`src/rtl/ems_pkg.sv`:
```
// Package: shared types and constants of the edge midpoint subdivider.
`timescale 1ns / 1ps
package ems_pkg;
	localparam int CORNER_W     = 10;
	localparam int FIELD_W      = 16;
	localparam int TAG_W        = 8;
	localparam int BUCKET_COUNT = 1024;
	localparam int BKT_W        = 10;

	localparam logic       KIND_MID   = 1'b0;
	localparam logic       KIND_TRI   = 1'b1;
	localparam logic [1:0] FAULT_NONE = 2'd0;
	localparam logic [1:0] FAULT_FULL = 2'd1;
	localparam logic [1:0] FAULT_EXH  = 2'd2;

	typedef struct packed {
		logic                 live;
		logic [TAG_W-1:0]     tag;
		logic [FIELD_W-1:0]   high;
		logic [FIELD_W-1:0]   index;
	} edge_entry_t;

	localparam int ENTRY_W = $bits(edge_entry_t);

	// one classified triangle: corners plus each of its edges in low/high order
	typedef struct packed {
		logic [2:0][CORNER_W-1:0] corner;
		logic [2:0][CORNER_W-1:0] lo;
		logic [2:0][CORNER_W-1:0] hi;
		logic                     first;
	} tri_item_t;

	typedef struct packed {
		logic      valid;
		tri_item_t item;
	} queue_out_t;
endpackage

```
`src/rtl/ems_front.sv`:
```
// Front end: accepts triangles, orders edge ends, holds them in a two-entry queue.
`timescale 1ns / 1ps
module ems_front (
	input  logic                          clk,
	input  logic                          arst_n,
	input  logic                          start,
	input  logic [ems_pkg::CORNER_W-1:0]  corner_a,
	input  logic [ems_pkg::CORNER_W-1:0]  corner_b,
	input  logic [ems_pkg::CORNER_W-1:0]  corner_c,
	input  logic                          first_of_mesh,
	input  logic                          clearing,
	input  logic                          pop,
	output logic                          busy,
	output ems_pkg::queue_out_t           q_out
);
	import ems_pkg::*;

	tri_item_t   q_q [2];
	logic        wp_q, rp_q;
	logic [1:0]  cnt_q;
	tri_item_t   item;
	logic        push;

	always_comb begin
		item.corner[0] = corner_a;
		item.corner[1] = corner_b;
		item.corner[2] = corner_c;
		item.first     = first_of_mesh;
		// edges (a,b), (b,c), (a,c), each low end first
		item.lo[0] = (corner_b < corner_a) ? corner_b : corner_a;
		item.hi[0] = (corner_b < corner_a) ? corner_a : corner_b;
		item.lo[1] = (corner_c < corner_b) ? corner_c : corner_b;
		item.hi[1] = (corner_c < corner_b) ? corner_b : corner_c;
		item.lo[2] = (corner_c < corner_a) ? corner_c : corner_a;
		item.hi[2] = (corner_c < corner_a) ? corner_a : corner_c;
	end

	assign busy        = (cnt_q == 2'd2) || clearing;
	assign push        = start && !busy;
	assign q_out.valid = (cnt_q != 2'd0);
	assign q_out.item  = q_q[rp_q];

	always_ff @(posedge clk) begin
		if (push) begin
			q_q[wp_q] <= item;
		end
	end

	always_ff @(posedge clk or negedge arst_n) begin
		if (!arst_n) begin
			wp_q  <= 1'b0;
			rp_q  <= 1'b0;
			cnt_q <= 2'd0;
		end else begin
			if (push) begin
				wp_q <= ~wp_q;
			end
			if (pop) begin
				rp_q <= ~rp_q;
			end
			cnt_q <= cnt_q + {1'b0, push} - {1'b0, pop};
		end
	end
endmodule

```
`config.mk`:
```
export PLATFORM = sky130hd
export DESIGN_NAME = ems_front
export DESIGN_NICKNAME = d
export VERILOG_FILES = /design/src/rtl/ems_pkg.sv /design/src/rtl/ems_front.sv
export SDC_FILE = /design/constraint.sdc
export NUM_CORES = 1
export LEC_CHECK = 0
export ABC_CLOCK_PERIOD_IN_PS = 12450
export BUFFER_PORTS_ARGS = -buffer_cell sky130_fd_sc_hd__clkbuf_2
export CORE_MARGIN = 2
export CORE_UTILIZATION = 45
export DETAILED_ROUTE_END_ITERATION = 6
export PLACE_DENSITY_LB_ADDON = 0.08
export SYNTH_ARGS = -nofsm -noshare
export SYNTH_HDL_FRONTEND = slang
export SYNTH_SLANG_ARGS = --single-unit
```
`constraint.sdc`:
```
create_clock -name clk -period 12.45 [get_ports clk]
set_clock_uncertainty 0.2 [all_clocks]
set_input_delay 3.1125 -clock clk [delete_from_list [all_inputs] [get_ports clk]]
set_output_delay 3.1125 -clock clk [all_outputs]
set_load 0.05 [all_outputs]
```
==> results.sh <==
export IMPL_outcome="finished, final reports clean"
export IMPL_cp_start_kind="primary input"
export IMPL_swShare_pct=39.0
export IMPL_cap_violations=0
export IMPL_cp_common_cell="clkbuf_2"
export IMPL_antenna_cells=0
export IMPL_post_cts_setup_buffers=0
export IMPL_fin_setup_tns_ns=0
export IMPL_p_int_w=0.00135
export IMPL_wirelength_mm=15.8
export IMPL_fmaxAchievable_mhz=142
export IMPL_wl_per_cell_um=19.0
export IMPL_relSlewSlack_pct=22.6
export IMPL_grtUsageTotal_pct=17.2
export IMPL_cts_buffers=17
export IMPL_dieArea_um2=19100
export IMPL_path_cells="clkbuf_2, a21oi_1, inv_1, clkbuf_2"
export IMPL_placed_cell_area_um2=9000
export IMPL_report_final_slew_viol_count=0
export IMPL_grt_pass1_wl_mm=25.0
export IMPL_multi_input_area_um2=2370
export IMPL_hp_class="register to register"
export IMPL_synth_area_leaders="edfxtp_1, mux2_2, ha_1"
export IMPL_p_leak_nw=3.64
export IMPL_drive_gt1_share_pct=49.3
export IMPL_min_period_ns=7.02
export IMPL_synth_area_um2=8080
export IMPL_critical_path_max_stage_delay_ns=0.24
export IMPL_synth_area_per_cell_um2=18.0
export IMPL_fillers=1494
export IMPL_gp_congestion=0.818
export IMPL_seq_power_share_pct=38.1
export IMPL_hold_violations=0
export IMPL_insertion_delay_ns=0.42
export IMPL_nets=652
export IMPL_placed_cells=797
export IMPL_drtPass1Iterations=6
export IMPL_critPathMaxFanout=3
export IMPL_grt_overflow=0
export IMPL_first_global_vias=4419
export IMPL_die_w_um=138
export IMPL_dpl_hpwl_mm=10.1
export IMPL_core_rowCount=49
export IMPL_synth_nets=515
export IMPL_rsz0062_at_grt="false"
export IMPL_tightest_slew_ns=1.15
export IMPL_drtIter0Drc=219
export IMPL_stdcell_area_um2=9580
export IMPL_numPortBuffers=128
export IMPL_final_util_pct=53.9
export IMPL_ir_worst_vdd_v=0.000198
export IMPL_cts_root_to_sink_buffers=2
export IMPL_synth_distinct_cells=27
export IMPL_path_buf_inv=3
export IMPL_drcViolationCount=0
export IMPL_cts_root_buf="clkbuf_16"
export IMPL_endpoint_kind="output port"
export IMPL_crit_type="primary input to output port"
export IMPL_p_per_area_nw_per_um2=231
export IMPL_stdcell_count=829
export IMPL_yosysWarnings=0
export IMPL_die_y_um=138
export IMPL_antenna_found_initial=0
export IMPL_clkPwrFrac_pct=24.2
export IMPL_synth_ff_latch_count=186
export IMPL_start_util_pct=45.5
export IMPL_finalSetupViolations=0
export IMPL_htree_num_levels=4
export IMPL_yosysTopAreaCell="edfxtp_1"
export IMPL_arrival_ns=3.71
export IMPL_required_ns=9.14
export IMPL_hold_buffers=0
export IMPL_clk_pin_slew_ns=0.06
export IMPL_core_um2=17800
export IMPL_area_delta_synth_final_pct=18.5
export IMPL_seqCellArea_um2=5570
export IMPL_ioPinCount=129
export IMPL_synth_cells=450
export IMPL_num_vias=4265
export IMPL_p_comb_share_pct=37.7
export IMPL_cpMaxStageDelayCell="clkbuf_2"
export IMPL_via_per_inst=5.14
export IMPL_cts_tree="done"
export IMPL_ys_seq_area_share_pct=68.8
export IMPL_switchingPower_w=0.000862
export IMPL_final_antenna_net_count=0
export IMPL_fin_crit_sh_pct=56.4
export IMPL_path_delay_family="buffers and inverters"
export IMPL_clock_sinks=186
export IMPL_grt_max_degree=59
export IMPL_ctsResizeCount=0
export IMPL_synth_top_area_share_pct=67.6
export IMPL_whs_ns=0.299
routing by layer:
metal | global-route usage, % | part of all wire [%] | up-vias
li1 | - | - | 2037
met1 | 22.8 | 46 | 2117
met2 | 28.3 | 50 | 94
met3 | 4.05 | 3.5 | 17
met4 | 5.32 | 1.3 | 0
met5 | 0 | 0 | -
path summary, 6_finish.rpt:
path | from | to | slack [ns] | cells after the start
setup / recovery | clearing | busy | 5.43 | 4
hold / removal | cnt_q[1]$_DFF_PN0_ | cnt_q[1]$_DFF_PN0_ | 0.30 | 1
setup reg to reg | cnt_q[0]$_DFF_PN0_ | q_q[0][75]$_DFFE_PP_ | 9.32 | 5
hold reg to reg | cnt_q[1]$_DFF_PN0_ | cnt_q[1]$_DFF_PN0_ | 0.30 | 1
max in group asynchronous | arst_n | rp_q$_DFFE_PN0P_ | 9.62 | 1
min in group asynchronous | arst_n | wp_q$_DFFE_PN0P_ | 2.29 | 1
layout by cell type (no fill, tap or decap), types with 2 or more instances in the layout:
| cell type | Yosys | routed |
|---|---|---|
| clkinvlp_4 | 0 | 3 |
| o21ai_1 | 3 | 3 |
| clkbuf_2 | 0 | 128 |
| nor2_1 | 7 | 6 |
| mux2i_1 | 20 | 20 |
| buf_4 | 4 | 6 |
| a41oi_1 | 3 | 3 |
| o21ai_0 | 3 | 3 |
| nor4_4 | 0 | 2 |
| clkbuf_16 | 0 | 17 |
| bufinv_16 | 0 | 3 |
| xnor2_1 | 3 | 3 |
| a211oi_1 | 6 | 6 |
| dfrtp_1 | 4 | 3 |
| mux2_2 | 130 | 130 |
| nor3b_1 | 3 | 3 |
| ha_1 | 29 | 29 |
| a21o_1 | 3 | 3 |
| inv_1 | 23 | 23 |
| nand4_1 | 3 | 3 |
| a21oi_1 | 4 | 4 |
| clkbuf_1 | 2 | 6 |
| edfxtp_1 | 182 | 182 |
worst register-to-register path, delay by kind of cell (launching register included):
family	cells	cell delay, ns
buffers and inverters	2	0.88
flip-flops	1	0.37
AO/OA/AOI/OAI	1	0.24
AND/OR/NAND/NOR	2	1.03
power by group through the flow:
stage	Combinational, W	Sequential (W)	Clock (W)
global placement	0.000839	0.000852	0
CTS	0.000846	0.000845	0.000550
detailed placement	0.000844	0.000859	0
global route	0.000878	0.000853	0.000576
finish	0.000834	0.000842	0.000536
floorplan	0.000698	0.000824	0
Yosys cell counts (all sizes together):
cell / n
nor4: 3
a21oi: 4
edfxtp: 182
o21ai: 6
xnor2: 3
nor3b: 3
mux2i: 20
or2: 1
dfrtp: 4
a21o: 3
and3: 1
mux2: 131
nand4: 3
a41oi: 3
nor2: 7
clkbuf: 2
ha: 29
nand2: 1
xor2: 1
inv: 23
a211oi: 6
buf: 14
logic make-up (layout without fill, tap and decap cells):
| kind of cell | count (synthesis) | after routing | synth area share, % |
|---|---|---|---|
| and+or+nand+nor | 19 | 19 | 1.42 |
| adders and majority gates | 29 | 29 | 4.49 |
| buffers and inverters | 39 | 189 | 2.31 |
| muxes | 151 | 151 | 20.7 |
| AOI/OAI and AO/OA | 22 | 22 | 1.78 |
| DFF | 186 | 186 | 68.8 |
| xor gates and xnor gates | 4 | 4 | 0.433 |
stage by stage:
stage | power [W] | setup slack [ns]
floorplan | 0.00152 | 4.50
global placement | 0.00169 | 5.47
detailed placement | 0.00170 | 5.42
CTS | 0.00224 | 5.42
global route | 0.00231 | 5.33
finish | 0.00221 | 5.43
sequential cells by signal, indices dropped and copies added (netlist names):
name   flops
cnt_q      2
rp_q       1
q_q      182
wp_q       1
final cells by class:
class                   instances  area share, %
repair buffers                134           7.16
inverters                      23          0.901
clock inverters                 8           1.27
flip-flops and latches        186           58.1
clock buffers                  24           4.82
multi-input cells             225           24.7
well taps                     229           2.99
Power figures use the tool's default switching activity.
